<file path="src/lsc_pkg.sv">
// ----------------------------------------------------------------------------
// lsc_pkg
// Shared types, constants and helpers of the landing setpoint controller.
// ----------------------------------------------------------------------------
package lsc_pkg;

   localparam int RAMP_TICKS_DEF = 250;
   localparam int GUIDE_WAIT     = 20;
   localparam int RAMP_START     = 50;
   localparam int DESC_WAIT      = 10;

   localparam int CSR_ADDR_W = 5;
   localparam int CSR_DATA_W = 32;

   localparam logic signed [63:0] PI_Q30     = 64'sd3373259426;
   localparam logic signed [63:0] ONE_Q30    = 64'sd1073741824;
   localparam logic signed [63:0] KSCHED_Q16 = 64'sd1733679;
   localparam logic signed [63:0] KSCHED_LIM = 64'sh7FFF_FFFF_FFFF_FFFF / KSCHED_Q16;
   localparam logic signed [63:0] SCALE_Q16  = 64'sd65536;
   localparam logic signed [63:0] SCALE_Q32  = 64'sd4294967296;
   localparam logic signed [63:0] PID_DIV    = 64'sd625;

   localparam logic [3:0] MODE_MISSION  = 4'd1;
   localparam logic [3:0] MODE_GUIDANCE = 4'd2;
   localparam logic [3:0] MODE_DESCEND  = 4'd3;
   localparam logic [3:0] MODE_FINAL    = 4'd4;
   localparam logic [3:0] MODE_HOLD     = 4'b1110;

   typedef enum logic {
      ALU_MUL,
      ALU_DIV
   } alu_op_type;

   typedef struct packed {
      logic              start;
      alu_op_type        op;
      logic signed [63:0] a;
      logic signed [63:0] b;
   } alu_req_type;

   typedef struct packed {
      logic              done;
      logic signed [63:0] result;
   } alu_rsp_type;

   typedef struct packed {
      logic [23:0] prop_gain;
      logic [23:0] deriv_gain;
      logic [23:0] integ_gain;
      logic [15:0] mission_step;
      logic [22:0] takeoff_height;
      logic [15:0] pid_descent_step;
      logic [15:0] final_descent_step;
   } cfg_type;

   typedef enum logic [2:0] {
      CSR_PROP_GAIN,
      CSR_DERIV_GAIN,
      CSR_INTEG_GAIN,
      CSR_MISSION_STEP,
      CSR_TAKEOFF_HEIGHT,
      CSR_PID_DESCENT_STEP,
      CSR_FINAL_DESCENT_STEP
   } csr_index_type;

   typedef enum logic [4:0] {
      ST_IDLE,
      ST_DECODE,
      ST_THETA_MUL,
      ST_THETA_DIV,
      ST_X2_MUL,
      ST_X2_DIV,
      ST_H_MUL,
      ST_H_DIV1,
      ST_H_DIV2,
      ST_PROF,
      ST_POS_MUL,
      ST_POS_DIV,
      ST_PID_SETUP,
      ST_PID_M1,
      ST_PID_M2,
      ST_PID_M3,
      ST_PID_D625,
      ST_PID_DSHIFT,
      ST_PID_DRAD,
      ST_PID_KMUL,
      ST_PID_KDIV,
      ST_FINISH
   } seq_state_type;

   function automatic logic signed [31:0] sat32(input logic signed [63:0] v);
      if (v > 64'sd2147483647) begin
         return 32'sh7FFF_FFFF;
      end
      if (v < -64'sd2147483648) begin
         return 32'sh8000_0000;
      end
      return signed'(v[31:0]);
   endfunction

   // divisors k*(k+1) of the cosine series, k = 9, 7, 5, 3, 1
   function automatic logic signed [63:0] horner_div(input logic [2:0] idx);
      logic signed [63:0] d;
      unique case (idx)
         3'd0: d = 64'sd90;
         3'd1: d = 64'sd56;
         3'd2: d = 64'sd30;
         3'd3: d = 64'sd12;
         default: d = 64'sd2;
      endcase
      return d;
   endfunction

endpackage

</file>
<file path="src/lsc_serial_alu.sv">
// ----------------------------------------------------------------------------
// lsc_serial_alu
// Bit-serial signed multiply and truncating divide, one bit per cycle.
// ----------------------------------------------------------------------------
module lsc_serial_alu (
   input  logic                 clock,
   input  logic                 reset,
   input  lsc_pkg::alu_req_type alu_req,
   output lsc_pkg::alu_rsp_type alu_rsp
);

   logic                busy_ff;
   logic                done_ff;
   logic                neg_ff;
   lsc_pkg::alu_op_type op_ff;
   logic [5:0]          cnt_ff;
   logic [63:0]         a_ff;
   logic [63:0]         b_ff;
   logic [63:0]         acc_ff;
   logic [63:0]         rem_ff;

   logic [63:0] a_mag;
   logic [63:0] b_mag;
   logic [64:0] rem_sh;
   logic [64:0] rem_dif;
   logic        fits;
   logic [63:0] mag;

   assign a_mag   = alu_req.a[63] ? 64'(-alu_req.a) : 64'(alu_req.a);
   assign b_mag   = alu_req.b[63] ? 64'(-alu_req.b) : 64'(alu_req.b);
   assign rem_sh  = {rem_ff, a_ff[63]};
   assign rem_dif = rem_sh - {1'b0, b_ff};
   assign fits    = !rem_dif[64];
   assign mag     = (op_ff == lsc_pkg::ALU_MUL) ? acc_ff : a_ff;

   always_ff @(posedge clock) begin
      if (reset) begin
         busy_ff <= 1'b0;
         done_ff <= 1'b0;
         cnt_ff  <= '0;
      end else begin
         done_ff <= 1'b0;
         if (alu_req.start && !busy_ff) begin
            busy_ff <= 1'b1;
            cnt_ff  <= '0;
         end else if (busy_ff) begin
            cnt_ff <= cnt_ff + 6'd1;
            if (cnt_ff == 6'd63) begin
               busy_ff <= 1'b0;
               done_ff <= 1'b1;
            end
         end
      end
   end

   always_ff @(posedge clock) begin
      if (alu_req.start && !busy_ff) begin
         a_ff   <= a_mag;
         b_ff   <= b_mag;
         acc_ff <= '0;
         rem_ff <= '0;
         neg_ff <= alu_req.a[63] ^ alu_req.b[63];
         op_ff  <= alu_req.op;
      end else if (busy_ff) begin
         unique case (op_ff)
            lsc_pkg::ALU_MUL: begin
               if (b_ff[0]) begin
                  acc_ff <= acc_ff + a_ff;
               end
               a_ff <= {a_ff[62:0], 1'b0};
               b_ff <= {1'b0, b_ff[63:1]};
            end
            lsc_pkg::ALU_DIV: begin
               rem_ff <= fits ? rem_dif[63:0] : rem_sh[63:0];
               a_ff   <= {a_ff[62:0], fits};
            end
         endcase
      end
   end

   assign alu_rsp.done   = done_ff;
   assign alu_rsp.result = neg_ff ? signed'(64'(-mag)) : signed'(mag);

   assert property (@(posedge clock) disable iff (reset) alu_req.start |-> !busy_ff)
      else $error("alu started while busy");
   assert property (@(posedge clock) disable iff (reset) done_ff |-> !busy_ff)
      else $error("alu done while busy");
   assert property (@(posedge clock) disable iff (reset) done_ff |=> !done_ff)
      else $error("alu done longer than one cycle");

endmodule

</file>
<file path="src/lsc_csr.sv">
// ----------------------------------------------------------------------------
// lsc_csr
// Configuration registers behind the bus port.
// ----------------------------------------------------------------------------
module lsc_csr (
   input  logic                              clock,
   input  logic                              reset,
   input  logic                              csr_psel,
   input  logic                              csr_penable,
   input  logic                              csr_pwrite,
   input  logic [lsc_pkg::CSR_ADDR_W-1:0]    csr_paddr,
   input  logic [lsc_pkg::CSR_DATA_W-1:0]    csr_pwdata,
   output logic [lsc_pkg::CSR_DATA_W-1:0]    csr_prdata,
   output logic                              csr_pready,
   output lsc_pkg::cfg_type                  cfg
);

   lsc_pkg::cfg_type        cfg_ff;
   lsc_pkg::csr_index_type  idx;
   logic                    wr_en;

   assign idx        = lsc_pkg::csr_index_type'(csr_paddr[4:2]);
   assign wr_en      = csr_psel && csr_penable && csr_pwrite;
   assign csr_pready = 1'b1;
   assign cfg        = cfg_ff;

   always_ff @(posedge clock) begin
      if (reset) begin
         cfg_ff.prop_gain          <= 24'd58720;
         cfg_ff.deriv_gain         <= 24'd6711;
         cfg_ff.integ_gain         <= 24'd8389;
         cfg_ff.mission_step       <= 16'd1966;
         cfg_ff.takeoff_height     <= 23'd327680;
         cfg_ff.pid_descent_step   <= 16'd262;
         cfg_ff.final_descent_step <= 16'd131;
      end else if (wr_en) begin
         case (idx)
            lsc_pkg::CSR_PROP_GAIN:          cfg_ff.prop_gain          <= csr_pwdata[23:0];
            lsc_pkg::CSR_DERIV_GAIN:         cfg_ff.deriv_gain         <= csr_pwdata[23:0];
            lsc_pkg::CSR_INTEG_GAIN:         cfg_ff.integ_gain         <= csr_pwdata[23:0];
            lsc_pkg::CSR_MISSION_STEP:       cfg_ff.mission_step       <= csr_pwdata[15:0];
            lsc_pkg::CSR_TAKEOFF_HEIGHT:     cfg_ff.takeoff_height     <= csr_pwdata[22:0];
            lsc_pkg::CSR_PID_DESCENT_STEP:   cfg_ff.pid_descent_step   <= csr_pwdata[15:0];
            lsc_pkg::CSR_FINAL_DESCENT_STEP: cfg_ff.final_descent_step <= csr_pwdata[15:0];
            default: ;
         endcase
      end
   end

   always_comb begin
      case (idx)
         lsc_pkg::CSR_PROP_GAIN:          csr_prdata = 32'(cfg_ff.prop_gain);
         lsc_pkg::CSR_DERIV_GAIN:         csr_prdata = 32'(cfg_ff.deriv_gain);
         lsc_pkg::CSR_INTEG_GAIN:         csr_prdata = 32'(cfg_ff.integ_gain);
         lsc_pkg::CSR_MISSION_STEP:       csr_prdata = 32'(cfg_ff.mission_step);
         lsc_pkg::CSR_TAKEOFF_HEIGHT:     csr_prdata = 32'(cfg_ff.takeoff_height);
         lsc_pkg::CSR_PID_DESCENT_STEP:   csr_prdata = 32'(cfg_ff.pid_descent_step);
         lsc_pkg::CSR_FINAL_DESCENT_STEP: csr_prdata = 32'(cfg_ff.final_descent_step);
         default:                         csr_prdata = '0;
      endcase
   end

endmodule

</file>
<file path="src/landing_setpoint_controller_unit.sv">
// ----------------------------------------------------------------------------
// landing_setpoint_controller_unit
// Setpoint sequencer for vision guided landing, Q16.16 fixed point.
// ----------------------------------------------------------------------------
// One request at a time is taken; the response for a tick waits in an output
// register while the next request is accepted. All multiplies and divides run
// through one bit-serial unit of 64 steps. Mission, final, hold, idle and
// waiting ticks use no operation; a guidance PID tick takes 10 operations, a
// descend PID tick up to 14 operations, and a ramp tick up to 23 operations.
// ----------------------------------------------------------------------------
module landing_setpoint_controller_unit #(
   parameter int RAMP_TICKS = lsc_pkg::RAMP_TICKS_DEF
) (
   input  logic                           clock,
   input  logic                           reset,
   input  logic                           req_tvalid,
   output logic                           req_tready,
   input  logic [31:0]                    req_tdata,   // x_error, y_error, radius
   input  logic [3:0]                     req_tuser,   // mode
   output logic                           rsp_tvalid,
   input  logic                           rsp_tready,
   output logic [111:0]                   rsp_tdata,   // set_x, set_y, set_z, guidance_ticks
   input  logic                           csr_psel,
   input  logic                           csr_penable,
   input  logic                           csr_pwrite,
   input  logic [lsc_pkg::CSR_ADDR_W-1:0] csr_paddr,
   input  logic [lsc_pkg::CSR_DATA_W-1:0] csr_pwdata,
   output logic [lsc_pkg::CSR_DATA_W-1:0] csr_prdata,
   output logic                           csr_pready
);

   localparam int RampEnd = lsc_pkg::RAMP_START + RAMP_TICKS;
   localparam int GcW     = $clog2(RampEnd + 2);
   localparam int RampW   = $clog2(RAMP_TICKS + 1);

   lsc_pkg::cfg_type       cfg;
   lsc_pkg::alu_req_type   alu_req;
   lsc_pkg::alu_rsp_type   alu_rsp;
   lsc_pkg::seq_state_type state_ff, state_in;

   logic               issued_ff;
   logic               started_ff;
   logic [3:0]         mode_ff;
   logic signed [9:0]  ex_ff, ey_ff;
   logic [9:0]         rad_ff;
   logic signed [31:0] pos_ff [2];
   logic signed [31:0] pos_z_ff, step_x_ff, step_z_ff;
   logic signed [31:0] corr_ff [2];
   logic signed [31:0] integ_ff [2];
   logic signed [31:0] anchor_ff [2];
   logic signed [9:0]  prev_ff [2];
   logic signed [9:0]  lerr_ff [2];
   logic [9:0]         lrad_ff;
   logic [GcW-1:0]     gc_ff;
   logic [3:0]         dc_ff;
   logic signed [31:0] snap_x_ff, snap_y_ff, snap_z_ff;
   logic [RampW-1:0]   j_ff;
   logic               mirror_ff;
   logic signed [63:0] t_ff, h_ff, x2_ff, prof_ff, acc_ff;
   logic [2:0]         hidx_ff;
   logic               axis_ff;
   logic               sched_ff;
   logic signed [9:0]  e_ff;
   logic signed [10:0] ediff_ff;
   logic signed [31:0] inew_ff;
   logic               rsp_tvalid_ff;
   logic [111:0]       rsp_tdata_ff;

   logic               req_acc;
   logic               out_free;
   logic [GcW-1:0]     gc_nx;
   logic [3:0]         dc_nx;
   logic [GcW-1:0]     ramp_i;
   logic               in_ramp;
   logic               mirror_nx;
   logic [RampW-1:0]   j_nx;
   logic signed [31:0] pz_base;
   logic signed [63:0] c_val, diff_val, half_val, prof_nx, res;
   logic signed [9:0]  e_sel, eo_sel;
   logic signed [31:0] inew_sel;
   logic signed [16:0] e100;
   logic signed [23:0] ed5k;
   logic               last_axis_done;

   lsc_csr u_csr (
      .clock       (clock),
      .reset       (reset),
      .csr_psel    (csr_psel),
      .csr_penable (csr_penable),
      .csr_pwrite  (csr_pwrite),
      .csr_paddr   (csr_paddr),
      .csr_pwdata  (csr_pwdata),
      .csr_prdata  (csr_prdata),
      .csr_pready  (csr_pready),
      .cfg         (cfg)
   );

   lsc_serial_alu u_alu (
      .clock   (clock),
      .reset   (reset),
      .alu_req (alu_req),
      .alu_rsp (alu_rsp)
   );

   assign req_tready = (state_ff == lsc_pkg::ST_IDLE);
   assign req_acc    = req_tvalid && req_tready;
   assign out_free   = !rsp_tvalid_ff || rsp_tready;
   assign rsp_tvalid = rsp_tvalid_ff;
   assign rsp_tdata  = rsp_tdata_ff;
   assign res        = alu_rsp.result;

   assign gc_nx     = (gc_ff < GcW'(RampEnd + 1)) ? gc_ff + 1'b1 : gc_ff;
   assign dc_nx     = (dc_ff < 4'(lsc_pkg::DESC_WAIT)) ? dc_ff + 4'd1 : dc_ff;
   assign ramp_i    = gc_nx - GcW'(lsc_pkg::RAMP_START);
   assign in_ramp   = (gc_nx >= GcW'(lsc_pkg::RAMP_START)) && (gc_nx <= GcW'(RampEnd));
   assign mirror_nx = (int'(ramp_i) * 2) > RAMP_TICKS;
   assign j_nx      = mirror_nx ? RampW'(RAMP_TICKS - int'(ramp_i)) : RampW'(ramp_i);
   assign pz_base   = started_ff ? pos_z_ff : signed'(32'(cfg.takeoff_height));

   assign c_val    = h_ff[63] ? 64'sd0 : h_ff;
   assign diff_val = lsc_pkg::ONE_Q30 - c_val;
   assign half_val = ((diff_val >>> 1) + 64'sd8192) >>> 14;
   assign prof_nx  = mirror_ff ? (64'sd65536 - half_val) : half_val;

   assign e_sel    = axis_ff ? ey_ff : ex_ff;
   assign eo_sel   = prev_ff[axis_ff];
   assign inew_sel = lsc_pkg::sat32(64'(integ_ff[axis_ff]) + 64'(e_sel) + 64'(eo_sel));
   assign e100     = 17'(e_ff) * 17'sd100;
   assign ed5k     = 24'(ediff_ff) * 24'sd5000;
   assign last_axis_done = axis_ff;

   // next state
   always_comb begin
      state_in = state_ff;
      unique case (state_ff)
         lsc_pkg::ST_IDLE: begin
            if (req_acc) state_in = lsc_pkg::ST_DECODE;
         end
         lsc_pkg::ST_DECODE: begin
            state_in = lsc_pkg::ST_FINISH;
            case (mode_ff)
               lsc_pkg::MODE_GUIDANCE: begin
                  if (in_ramp) state_in = lsc_pkg::ST_THETA_MUL;
                  else if (gc_nx > GcW'(RampEnd)) state_in = lsc_pkg::ST_PID_SETUP;
               end
               lsc_pkg::MODE_DESCEND: begin
                  if (dc_nx >= 4'(lsc_pkg::DESC_WAIT)) state_in = lsc_pkg::ST_PID_SETUP;
               end
               default: ;
            endcase
         end
         lsc_pkg::ST_THETA_MUL: if (alu_rsp.done) state_in = lsc_pkg::ST_THETA_DIV;
         lsc_pkg::ST_THETA_DIV: if (alu_rsp.done) state_in = lsc_pkg::ST_X2_MUL;
         lsc_pkg::ST_X2_MUL:    if (alu_rsp.done) state_in = lsc_pkg::ST_X2_DIV;
         lsc_pkg::ST_X2_DIV:    if (alu_rsp.done) state_in = lsc_pkg::ST_H_MUL;
         lsc_pkg::ST_H_MUL:     if (alu_rsp.done) state_in = lsc_pkg::ST_H_DIV1;
         lsc_pkg::ST_H_DIV1:    if (alu_rsp.done) state_in = lsc_pkg::ST_H_DIV2;
         lsc_pkg::ST_H_DIV2: begin
            if (alu_rsp.done) begin
               state_in = (hidx_ff == 3'd4) ? lsc_pkg::ST_PROF : lsc_pkg::ST_H_MUL;
            end
         end
         lsc_pkg::ST_PROF: begin
            state_in = (lrad_ff == '0) ? lsc_pkg::ST_FINISH : lsc_pkg::ST_POS_MUL;
         end
         lsc_pkg::ST_POS_MUL: if (alu_rsp.done) state_in = lsc_pkg::ST_POS_DIV;
         lsc_pkg::ST_POS_DIV: begin
            if (alu_rsp.done) begin
               state_in = last_axis_done ? lsc_pkg::ST_FINISH : lsc_pkg::ST_POS_MUL;
            end
         end
         lsc_pkg::ST_PID_SETUP: state_in = lsc_pkg::ST_PID_M1;
         lsc_pkg::ST_PID_M1: if (alu_rsp.done) state_in = lsc_pkg::ST_PID_M2;
         lsc_pkg::ST_PID_M2: if (alu_rsp.done) state_in = lsc_pkg::ST_PID_M3;
         lsc_pkg::ST_PID_M3: if (alu_rsp.done) state_in = lsc_pkg::ST_PID_D625;
         lsc_pkg::ST_PID_D625: begin
            if (alu_rsp.done) begin
               if (!sched_ff) state_in = lsc_pkg::ST_PID_DSHIFT;
               else if (lrad_ff != '0) state_in = lsc_pkg::ST_PID_DRAD;
               else state_in = last_axis_done ? lsc_pkg::ST_FINISH : lsc_pkg::ST_PID_SETUP;
            end
         end
         lsc_pkg::ST_PID_DSHIFT, lsc_pkg::ST_PID_KDIV: begin
            if (alu_rsp.done) begin
               state_in = last_axis_done ? lsc_pkg::ST_FINISH : lsc_pkg::ST_PID_SETUP;
            end
         end
         lsc_pkg::ST_PID_DRAD: begin
            if (alu_rsp.done) begin
               if (res > lsc_pkg::KSCHED_LIM || res < -lsc_pkg::KSCHED_LIM) begin
                  state_in = last_axis_done ? lsc_pkg::ST_FINISH : lsc_pkg::ST_PID_SETUP;
               end else begin
                  state_in = lsc_pkg::ST_PID_KMUL;
               end
            end
         end
         lsc_pkg::ST_PID_KMUL: if (alu_rsp.done) state_in = lsc_pkg::ST_PID_KDIV;
         lsc_pkg::ST_FINISH: begin
            if (out_free) state_in = lsc_pkg::ST_IDLE;
         end
         default: state_in = lsc_pkg::ST_IDLE;
      endcase
   end

   // alu operands
   always_comb begin
      alu_req       = '0;
      alu_req.op    = lsc_pkg::ALU_MUL;
      alu_req.start = !issued_ff;
      unique case (state_ff)
         lsc_pkg::ST_THETA_MUL: begin
            alu_req.a = lsc_pkg::PI_Q30;
            alu_req.b = signed'(64'(j_ff));
         end
         lsc_pkg::ST_THETA_DIV: begin
            alu_req.op = lsc_pkg::ALU_DIV;
            alu_req.a  = t_ff;
            alu_req.b  = 64'(RAMP_TICKS);
         end
         lsc_pkg::ST_X2_MUL: begin
            alu_req.a = t_ff;
            alu_req.b = t_ff;
         end
         lsc_pkg::ST_X2_DIV, lsc_pkg::ST_H_DIV1: begin
            alu_req.op = lsc_pkg::ALU_DIV;
            alu_req.a  = t_ff;
            alu_req.b  = lsc_pkg::ONE_Q30;
         end
         lsc_pkg::ST_H_MUL: begin
            alu_req.a = x2_ff;
            alu_req.b = h_ff;
         end
         lsc_pkg::ST_H_DIV2: begin
            alu_req.op = lsc_pkg::ALU_DIV;
            alu_req.a  = t_ff;
            alu_req.b  = lsc_pkg::horner_div(hidx_ff);
         end
         lsc_pkg::ST_POS_MUL: begin
            alu_req.a = 64'(lerr_ff[axis_ff]);
            alu_req.b = prof_ff;
         end
         lsc_pkg::ST_POS_DIV: begin
            alu_req.op = lsc_pkg::ALU_DIV;
            alu_req.a  = t_ff;
            alu_req.b  = signed'(64'({lrad_ff, 2'b00}));
         end
         lsc_pkg::ST_PID_M1: begin
            alu_req.a = signed'(64'(cfg.prop_gain));
            alu_req.b = 64'(e100);
         end
         lsc_pkg::ST_PID_M2: begin
            alu_req.a = signed'(64'(cfg.deriv_gain));
            alu_req.b = 64'(ed5k);
         end
         lsc_pkg::ST_PID_M3: begin
            alu_req.a = signed'(64'(cfg.integ_gain));
            alu_req.b = 64'(inew_ff);
         end
         lsc_pkg::ST_PID_D625: begin
            alu_req.op = lsc_pkg::ALU_DIV;
            alu_req.a  = acc_ff <<< 4;
            alu_req.b  = lsc_pkg::PID_DIV;
         end
         lsc_pkg::ST_PID_DSHIFT: begin
            alu_req.op = lsc_pkg::ALU_DIV;
            alu_req.a  = acc_ff;
            alu_req.b  = lsc_pkg::SCALE_Q16;
         end
         lsc_pkg::ST_PID_DRAD: begin
            alu_req.op = lsc_pkg::ALU_DIV;
            alu_req.a  = acc_ff;
            alu_req.b  = signed'(64'(lrad_ff));
         end
         lsc_pkg::ST_PID_KMUL: begin
            alu_req.a = t_ff;
            alu_req.b = lsc_pkg::KSCHED_Q16;
         end
         lsc_pkg::ST_PID_KDIV: begin
            alu_req.op = lsc_pkg::ALU_DIV;
            alu_req.a  = t_ff;
            alu_req.b  = lsc_pkg::SCALE_Q32;
         end
         default: alu_req.start = 1'b0;
      endcase
   end

   always_ff @(posedge clock) begin
      if (reset) begin
         state_ff  <= lsc_pkg::ST_IDLE;
         issued_ff <= 1'b0;
      end else begin
         state_ff <= state_in;
         if (alu_req.start) issued_ff <= 1'b1;
         else if (alu_rsp.done) issued_ff <= 1'b0;
      end
   end

   always_ff @(posedge clock) begin
      if (reset) begin
         started_ff    <= 1'b0;
         pos_ff[0]     <= '0;
         pos_ff[1]     <= '0;
         pos_z_ff      <= '0;
         step_x_ff     <= '0;
         step_z_ff     <= '0;
         corr_ff[0]    <= '0;
         corr_ff[1]    <= '0;
         prev_ff[0]    <= 10'sd40;
         prev_ff[1]    <= 10'sd40;
         integ_ff[0]   <= '0;
         integ_ff[1]   <= '0;
         gc_ff         <= '0;
         dc_ff         <= '0;
         lerr_ff[0]    <= '0;
         lerr_ff[1]    <= '0;
         lrad_ff       <= '0;
         anchor_ff[0]  <= '0;
         anchor_ff[1]  <= '0;
         rsp_tvalid_ff <= 1'b0;
      end else begin
         if (rsp_tvalid_ff && rsp_tready && state_ff != lsc_pkg::ST_FINISH) begin
            rsp_tvalid_ff <= 1'b0;
         end
         unique case (state_ff)
            lsc_pkg::ST_IDLE: begin
               if (req_acc) begin
                  started_ff <= 1'b1;
                  pos_ff[0] <= lsc_pkg::sat32(64'(pos_ff[0]) + 64'(step_x_ff)
                                              + 64'(corr_ff[0]));
                  pos_ff[1] <= lsc_pkg::sat32(64'(pos_ff[1]) + 64'(corr_ff[1]));
                  pos_z_ff  <= lsc_pkg::sat32(64'(pz_base) + 64'(step_z_ff));
               end
            end
            lsc_pkg::ST_DECODE: begin
               case (mode_ff)
                  lsc_pkg::MODE_MISSION: step_x_ff <= signed'(32'(cfg.mission_step));
                  lsc_pkg::MODE_GUIDANCE: begin
                     gc_ff <= gc_nx;
                     if (gc_nx < GcW'(lsc_pkg::GUIDE_WAIT)) begin
                        step_x_ff   <= '0;
                        prev_ff[0]  <= '0;
                        prev_ff[1]  <= '0;
                        integ_ff[0] <= '0;
                        integ_ff[1] <= '0;
                     end
                     if (gc_nx == GcW'(lsc_pkg::GUIDE_WAIT)) begin
                        lerr_ff[0]   <= ex_ff;
                        lerr_ff[1]   <= ey_ff;
                        lrad_ff      <= rad_ff;
                        anchor_ff[0] <= pos_ff[0];
                        anchor_ff[1] <= pos_ff[1];
                     end
                     if (!in_ramp && gc_nx > GcW'(RampEnd)) step_x_ff <= '0;
                  end
                  lsc_pkg::MODE_DESCEND: begin
                     dc_ff <= dc_nx;
                     if (dc_nx < 4'(lsc_pkg::DESC_WAIT)) begin
                        step_x_ff   <= '0;
                        step_z_ff   <= '0;
                        lrad_ff     <= rad_ff;
                        prev_ff[0]  <= '0;
                        prev_ff[1]  <= '0;
                        integ_ff[0] <= '0;
                        integ_ff[1] <= '0;
                     end else begin
                        step_z_ff <= -signed'(32'(cfg.pid_descent_step));
                     end
                  end
                  lsc_pkg::MODE_FINAL: begin
                     step_x_ff  <= '0;
                     corr_ff[0] <= '0;
                     corr_ff[1] <= '0;
                     step_z_ff  <= -signed'(32'(cfg.final_descent_step));
                  end
                  lsc_pkg::MODE_HOLD: begin
                     step_x_ff  <= '0;
                     corr_ff[0] <= '0;
                     corr_ff[1] <= '0;
                  end
                  default: ;
               endcase
            end
            lsc_pkg::ST_PROF: begin
               if (lrad_ff == '0) begin
                  pos_ff[0] <= anchor_ff[0];
                  pos_ff[1] <= anchor_ff[1];
               end
            end
            lsc_pkg::ST_POS_DIV: begin
               if (alu_rsp.done) begin
                  pos_ff[axis_ff] <= lsc_pkg::sat32(64'(anchor_ff[axis_ff]) + res);
               end
            end
            lsc_pkg::ST_PID_SETUP: begin
               integ_ff[axis_ff] <= inew_sel;
               prev_ff[axis_ff]  <= e_sel;
            end
            lsc_pkg::ST_PID_D625: begin
               if (alu_rsp.done && sched_ff && lrad_ff == '0) corr_ff[axis_ff] <= '0;
            end
            lsc_pkg::ST_PID_DSHIFT, lsc_pkg::ST_PID_KDIV: begin
               if (alu_rsp.done) corr_ff[axis_ff] <= lsc_pkg::sat32(res);
            end
            lsc_pkg::ST_PID_DRAD: begin
               if (alu_rsp.done) begin
                  if (res > lsc_pkg::KSCHED_LIM) corr_ff[axis_ff] <= 32'sh7FFF_FFFF;
                  else if (res < -lsc_pkg::KSCHED_LIM) corr_ff[axis_ff] <= 32'sh8000_0000;
               end
            end
            lsc_pkg::ST_FINISH: begin
               if (out_free) rsp_tvalid_ff <= 1'b1;
            end
            default: ;
         endcase
      end
   end

   // working registers
   always_ff @(posedge clock) begin
      unique case (state_ff)
         lsc_pkg::ST_IDLE: begin
            if (req_acc) begin
               mode_ff   <= req_tuser;
               ex_ff     <= signed'(req_tdata[9:0]);
               ey_ff     <= signed'(req_tdata[19:10]);
               rad_ff    <= req_tdata[29:20];
               snap_x_ff <= lsc_pkg::sat32(64'(pos_ff[0]) + 64'(step_x_ff)
                                           + 64'(corr_ff[0]));
               snap_y_ff <= lsc_pkg::sat32(64'(pos_ff[1]) + 64'(corr_ff[1]));
               snap_z_ff <= lsc_pkg::sat32(64'(pz_base) + 64'(step_z_ff));
            end
         end
         lsc_pkg::ST_DECODE: begin
            j_ff      <= j_nx;
            mirror_ff <= mirror_nx;
            axis_ff   <= 1'b0;
            hidx_ff   <= '0;
            sched_ff  <= (mode_ff == lsc_pkg::MODE_DESCEND);
         end
         lsc_pkg::ST_THETA_MUL, lsc_pkg::ST_THETA_DIV, lsc_pkg::ST_X2_MUL,
         lsc_pkg::ST_H_MUL, lsc_pkg::ST_H_DIV1, lsc_pkg::ST_POS_MUL,
         lsc_pkg::ST_PID_KMUL: begin
            if (alu_rsp.done) t_ff <= res;
         end
         lsc_pkg::ST_X2_DIV: begin
            if (alu_rsp.done) begin
               x2_ff   <= res;
               h_ff    <= lsc_pkg::ONE_Q30;
               hidx_ff <= '0;
            end
         end
         lsc_pkg::ST_H_DIV2: begin
            if (alu_rsp.done) begin
               h_ff    <= lsc_pkg::ONE_Q30 - res;
               hidx_ff <= hidx_ff + 3'd1;
            end
         end
         lsc_pkg::ST_PROF: begin
            prof_ff <= prof_nx;
            axis_ff <= 1'b0;
         end
         lsc_pkg::ST_POS_DIV, lsc_pkg::ST_PID_DSHIFT, lsc_pkg::ST_PID_KDIV: begin
            if (alu_rsp.done) axis_ff <= 1'b1;
         end
         lsc_pkg::ST_PID_SETUP: begin
            e_ff     <= e_sel;
            ediff_ff <= 11'(e_sel) - 11'(eo_sel);
            inew_ff  <= inew_sel;
         end
         lsc_pkg::ST_PID_M1: begin
            if (alu_rsp.done) acc_ff <= res;
         end
         lsc_pkg::ST_PID_M2, lsc_pkg::ST_PID_M3: begin
            if (alu_rsp.done) acc_ff <= acc_ff + res;
         end
         lsc_pkg::ST_PID_D625: begin
            if (alu_rsp.done) begin
               acc_ff <= res;
               if (sched_ff && lrad_ff == '0) axis_ff <= 1'b1;
            end
         end
         lsc_pkg::ST_PID_DRAD: begin
            if (alu_rsp.done) begin
               t_ff <= res;
               if (res > lsc_pkg::KSCHED_LIM || res < -lsc_pkg::KSCHED_LIM) axis_ff <= 1'b1;
            end
         end
         lsc_pkg::ST_FINISH: begin
            if (out_free) begin
               rsp_tdata_ff <= {7'b0, 9'(gc_ff), snap_z_ff, snap_y_ff, snap_x_ff};
            end
         end
         default: ;
      endcase
   end

   assert property (@(posedge clock) disable iff (reset) alu_rsp.done |-> issued_ff)
      else $error("alu result without an issued operation");
   assert property (@(posedge clock) disable iff (reset)
                    (state_ff == lsc_pkg::ST_IDLE) |-> !issued_ff)
      else $error("operation pending while idle");
   assert property (@(posedge clock) disable iff (reset) gc_ff <= GcW'(RampEnd + 1))
      else $error("guidance counter beyond saturation");
   assert property (@(posedge clock) disable iff (reset)
                    dc_ff <= 4'(lsc_pkg::DESC_WAIT))
      else $error("descend counter beyond saturation");

endmodule

</file>
<file path="config.mk">
export PLATFORM = sky130hd
export DESIGN_NAME = landing_setpoint_controller_unit
export DESIGN_NICKNAME = d
export VERILOG_FILES = /design/src/lsc_pkg.sv /design/src/lsc_serial_alu.sv /design/src/lsc_csr.sv /design/src/landing_setpoint_controller_unit.sv
export SDC_FILE = /design/constraint.sdc
export NUM_CORES = 2
export LEC_CHECK = 0
export BUFFER_PORTS_ARGS = -buffer_cell sky130_fd_sc_hd__buf_4
export CORE_ASPECT_RATIO = 0.7
export CORE_MARGIN = 1.5
export CORE_UTILIZATION = 35
export CTS_BUF_LIST = sky130_fd_sc_hd__clkbuf_4 sky130_fd_sc_hd__clkbuf_8
export DETAILED_ROUTE_END_ITERATION = 6
export GPL_TIMING_DRIVEN = 0
export MAX_ROUTING_LAYER = met4
export RECOVER_POWER = 25
export SYNTH_ARGS = -nofsm -noshare
export SYNTH_HDL_FRONTEND = slang
export SYNTH_SLANG_ARGS = --single-unit
</file>
<file path="constraint.sdc">
create_clock -name clock -period 12.25 [get_ports clock]
set_input_delay 0 -clock clock [delete_from_list [all_inputs] [get_ports clock]]
set_output_delay 0 -clock clock [all_outputs]
set_load 0.05 [all_outputs]
</file>
Word level (Yosys, flattened, before mapping) --
Memory sizes are Yosys's and may differ from the RTL's. A register that Yosys moved wholly into a read port is not among the register bits. Cells that the tools add are included.
Cells by class: shifts and indexed selects 0, bitwise logic cells 26, reduce and logical (&&, ||, !) cells 72, $add $sub $neg 26, muxes and demuxes 282, div/mod/pow operators 0, multipliers 2, equality and inequality tests 66, $lt $le $gt $ge 23
Operator list (count):
- $mux 32 | 67
- $pmux 128 s16 | 1
- $mux 64 | 15
- $pmux 64 s2 | 3
- $neg 64->64 | 3
- $pmux 24 s7 | 1
- $mux 1 | 143
- $mux 5 | 27
- $add 64x64->64 | 2
- $gt 64x32->1 const B | 2
- $lt 64x32->1 const B | 2
- $pmux 32 s4 | 1
- $pmux 5 s21 | 1
- $mux 10 | 10
- $add 32x32->33 | 3
- $reduce_or 32->1 | 3
- $gt 34x32->1 const B | 2
- $lt 34x32->1 const B | 2
- $gt 33x32->1 const B | 2
- $lt 33x32->1 const B | 2
- $sub 65x64->65 | 1
- $add 32x64->64 | 1
- $add 63x15->64 const B | 1
- $gt 64x44->1 const B | 1
- other kinds (78) | 201
Word-level totals: latch bits 0, input bits 80, ROM bits 0, bits in writable memories 296, word-level logic and storage cells 550, memories 6, register bits 1158
Memories:
- anchor_ff | depth 2, width 32, read ports 3, clocked after memory_dff 1, write ports 2, line landing_setpoint_controller_unit.sv:50 | logic signed [31:0] anchor_ff [2];
- corr_ff | depth 2, width 32, read ports 2, clocked after memory_dff 0, write ports 2, line landing_setpoint_controller_unit.sv:48 | logic signed [31:0] corr_ff [2];
- integ_ff | depth 2, width 32, read ports 1, clocked after memory_dff 1, write ports 2, line landing_setpoint_controller_unit.sv:49 | logic signed [31:0] integ_ff [2];
- pos_ff | depth 2, width 32, read ports 2, clocked after memory_dff 0, write ports 2, line landing_setpoint_controller_unit.sv:46 | logic signed [31:0] pos_ff [2];
- lerr_ff | depth 2, width 10, read ports 1, clocked after memory_dff 1, write ports 2, line landing_setpoint_controller_unit.sv:52 | logic signed [9:0] lerr_ff [2];
- prev_ff | depth 2, width 10, read ports 1, clocked after memory_dff 1, write ports 2, line landing_setpoint_controller_unit.sv:51 | logic signed [9:0] prev_ff [2];

Longest topological paths before layout --
word-level depth 21, depth in mapped cells 31, depth with buffers taken out 24

By module --
A second synthesis with hierarchy kept.
Unflattened totals: cells, all modules 10733, area, all modules 98212.9 um2
Modules (own cells, without submodules):
- landing_setpoint_controller_unit | cells each 7017, sequential area each 29398.2 um2, area an instance 68468.2 um2, instances 1
- lsc_serial_alu | cells each 2904, sequential area each 6626.4 um2, area an instance 22853.2 um2, instances 1
- lsc_csr | cells each 812, sequential area each 2862.7 um2, area an instance 6891.6 um2, instances 1

Least setup slack after synthesis --
No wires, ideal clock.
path kind register to register, from register state_ff[0], to register hidx_ff[0] (enable), data arrival time 8.636 ns, slack 3.287 ns, stages on the path, launching flop included 9, library setup time 0.327 ns, clock period less this slack 8.963 ns, cell sequence dfxtp_1 -> buf_2 -> buf_1 -> buf_1 -> buf_1 -> clkbuf_1 -> a21oi_1 -> nor4_1 -> or2_2
Between the ends: cells in the longest elaborated chain, start to end 3, elaborated cells between the ends (all ways) 7
RTL lines:
- start, declared | line landing_setpoint_controller_unit.sv:39 | lsc_pkg::seq_state_type state_ff, state_in;
- start signal, assigned | line landing_setpoint_controller_unit.sv:289 | state_ff <= lsc_pkg::ST_IDLE;
- start signal, assigned | line landing_setpoint_controller_unit.sv:292 | state_ff <= state_in;
- $eq 5x3->1, or another cell as far along | line landing_setpoint_controller_unit.sv:420 | unique case (state_ff)
- $ne 2x1->1 (no line) / $reduce_bool 3->1 (equally long branches)
- $reduce_and 3->1 (no line) *
- end signal, assigned | line landing_setpoint_controller_unit.sv:455 | hidx_ff <= hidx_ff + 3'd1;
- end, declared | line landing_setpoint_controller_unit.sv:60 | logic [2:0] hidx_ff;
Every way passes the cells marked *; elsewhere a longest branch is shown, timed or not. A chain may end at the register's enable or synchronous reset.

==> metrics.md <==
| Metric | Value |
|---|---|
| Status | complete, but fails checks |
| Failing checks | max-capacitance violations, max-slew violations |
| Final setup viols | 0 |
| Synth warn | 0 |
| DRC | 0 |
| CTS max path bufs | 4 |
| R2R Path Start | u_alu.op_ff$_DFFE_PP_ |
| Via Count | 90200 |
| Worst path arrival time | 12.62 ns |
| Nets | 11800 |
| Post-Layout Cell Count | 15000 |
| Number of flip-flops under the largest register name | ~140 |
| Die Ht | roughly 440 µm |
| Die area | 0.278 mm² |
| Hold-fix buffer count after cts | between 100 and 150 |
| Wire per inst | 29.9 µm |
| Max-cap violations | 17 |
| Storage element area | a little under 0.04 mm² |
| Fillcell total | 27300 |
| WL final | 449 mm |
| Startpoint Class | flop |
| Vias in the first global route | between 80000 and 90000 |
| Reg clk slew, reported paths | 0.07 ns |
| 1st-pass router iterations | 7 |
| CTS HTree Levels | 4 |
| Total CTS buffers | around 250 |
| DRT antenna net count | 0 |
| Cell variety after synth | 103 |
| Worst-Margin Slew | 3.87 ns |
| Resized cells post-CTS | 0 |
| CTS tree | done |
| Critical path launch point | u_alu.op_ff$_DFFE_PP_ |
| # Post-CTS Setup Buffers | 0 |
| GR Overflow Total | 0 |
| Clock Root Buffer | clkbuf_8 |
| HP Start | req_tvalid |
| Final HPWL DP | between 300 and 400 mm |
| GPL Wtd Cong | 1.05 |
| Met2 routed WL | ~170 mm |
| Gr usage total | 32.1% |
| Setup Crit Path Kind | reg -> reg |
| Routed wl met3 | 54.4 mm |
| Hold Crit Class | in -> reg |
| DRT met1 WL | 209 mm |
| Area of the multi-input gates | 0.0538 mm² |
| Type of destination of the critical path | flop |
| Die Wd | 629 µm |
| Max_slew headroom | -158% |
| RSZ-0062 raised after global routing | false |
| Highest Signal Layer | met4 |
| Post-Synthesis Cells | 10500 |
| Core area | 0.272 mm² |
| Minimum clock period | 11.84 ns |
| #FFs+latches synth | 1425 |
| PortBufs | 197 |
| Async S/R FF share, synth | 0% |
| I/O pin total | 227 |
| Synthesized area | 0.0960 mm² |
| Antenna violations before repair | 46 |
| Final Hold Fails | 0 |
| Number of synthesized flops with an enable pin | 1035 |
| CP max-delay cell | inv_1 |
| Main synth FF type | edfxtp_1 |
| Dpl cells | 14400 |
| Vias per Instance | around 6 |
| CP Max Fanout | 10 |
| Slowest stage delay, CP | approximately 0.75 ns |
| FP Rows | 160 |
| First-pass GRT wire length | between 600 and 700 mm |
| Mean Syn Cell Area | 9.18 µm² |
| Final period util | between 90% and 100% |
| Share of cells above drive strength 1 | between 7 and 8% |
| Num Clock Sinks | 1425 |
| Seq/Total Area, Yosys | 40.5% |
| Maximum number of pins on one net before global-route repair | 65 |
| Worst-Skew Late Latency | 1.11 ns |
| Initial core utilization | a little over a third |
| Area Overhead vs Synth | 14.4% |
| Detailed Route Iter0 Violations | 12600 |
| Worst EP required | between 10 and 15 ns |
| Fin. max-slew vios | between 200 and 300 |
| Clock skew | 0.137 ns |
| Critical Path Most Common Cell | buf_4 |
| Highest clock rate | 84.5 MHz |
worst max-delay path: cells and delay by family (launching register included):
family	cells	cell delay, ns
simple gates	6	1.84
mux	1	0.26
buf+inv	11	3.75
compound gates	11	3.89
fa+ha+maj	2	0.77
xor+xnor	1	0.66
flops	1	0.37
metal layers:
layer	GRT usage, %	vias up
met1	47.6	44800
met2	42.1	5043
li1	-	39700
met4	8.64	0
met5	-	-
met3	8.41	661
metrics by stage:
step | cell area, µm² | setup TNS, ns | hold slack [ns] | util, % | setup slack, ns
after floorplan | 96100 | 0 | 0.0989 | - | 3.29
after global placement | 102000 | -69.08 | 0.179 | 37.5 | -1.00
after detailed placement | 104000 | 0 | 0.179 | 38.1 | 1.03
after CTS | 110000 | 0 | 0.0665 | 40.5 | 1.01
after global routing | 110000 | 0 | 0.148 | 40.4 | 0.295
final | 110000 | 0 | 0.164 | 40.4 | 0.411
worst paths after layout:
check / cells after the start / to / slack, ns
hold reg to reg: 0 / rsp_tdata[66]$_DFFE_PP_ / 0.41
setup reg to reg: 32 / pos_ff[1][23]$_DFFE_PP_ / 0.41
setup / recovery: 32 / pos_ff[1][23]$_DFFE_PP_ / 0.41
hold / removal: 4 / pos_z_ff[6]$_SDFFE_PP0P_ / 0.16
layout make-up:
cell class | count | area share (%)
well taps | 3645 | 4.15
repair buffers | 416 | 3.25
clock buffers | 315 | 3.62
plain buffers | 547 | 2.00
clock inverters | 132 | 1.01
flip-flops and latches | 1425 | 35.4
multi-input cells | 8037 | 48.9
inverters | 462 | 1.58
diodes | 27 | 0.0615
placed cells by master (no fill, tap or decap), types with 43 or more instances in the layout:
| cell | count |
|---|---|
| or3_1 | 84 |
| mux2i_1 | 157 |
| fa_1 | 95 |
| o211ai_1 | 54 |
| nand2_1 | 1258 |
| o31ai_1 | 82 |
| o21a_1 | 54 |
| and3_1 | 85 |
| a31oi_1 | 86 |
| o21ai_0 | 667 |
| a221oi_1 | 77 |
| and2_1 | 162 |
| xor2_1 | 272 |
| a22oi_1 | 192 |
| a211oi_1 | 83 |
| buf_4 | 90 |
| nand2b_1 | 111 |
| mux2_2 | 99 |
| a311oi_1 | 62 |
| clkbuf_4 | 92 |
| a21o_1 | 245 |
| clkinv_1 | 62 |
| inv_1 | 456 |
| nand4_1 | 91 |
| dlygate4sd3_1 | 140 |
| nand3b_1 | 43 |
| edfxtp_1 | 1035 |
| xnor2_1 | 417 |
| nor4_1 | 69 |
| o21bai_1 | 61 |
| a21oi_1 | 817 |
| clkbuf_8 | 258 |
| dfxtp_1 | 390 |
| ha_1 | 524 |
| buf_1 | 44 |
| clkbuf_1 | 566 |
| nor2_1 | 835 |
| nor3_1 | 200 |
| nor2b_1 | 76 |
| nand3_1 | 234 |
synthesized netlist by cell type, drive strengths merged, types with 245 or more instances:
cell type,instances,area share [%]
nand2,1260,4.9
edfxtp,1035,32
nor2,838,3.3
a21oi,818,4.3
o21ai,681,3.5
ha,524,6.8
inv,458,1.8
xnor2,438,4.0
clkbuf,437,1.7
dfxtp,390,8.1
xor2,290,2.6
a21o,245,1.9
cells by family after synthesis:
| kind of cell | synth area share, % |
|---|---|
| AO/OA/AOI/OAI | 19.2 |
| XOR/XNOR | 6.66 |
| adder cells (fa/ha/maj) | 9.14 |
| buffers and inverters | 4.09 |
| flip-flops | 40.5 |
| multiplexers | 3.21 |
| other | 0.00782 |
| AND/OR/NAND/NOR | 17.2 |
Power is not shown: default switching activity piles up to over one toggle a cycle in this logic, so the estimate is an artifact.
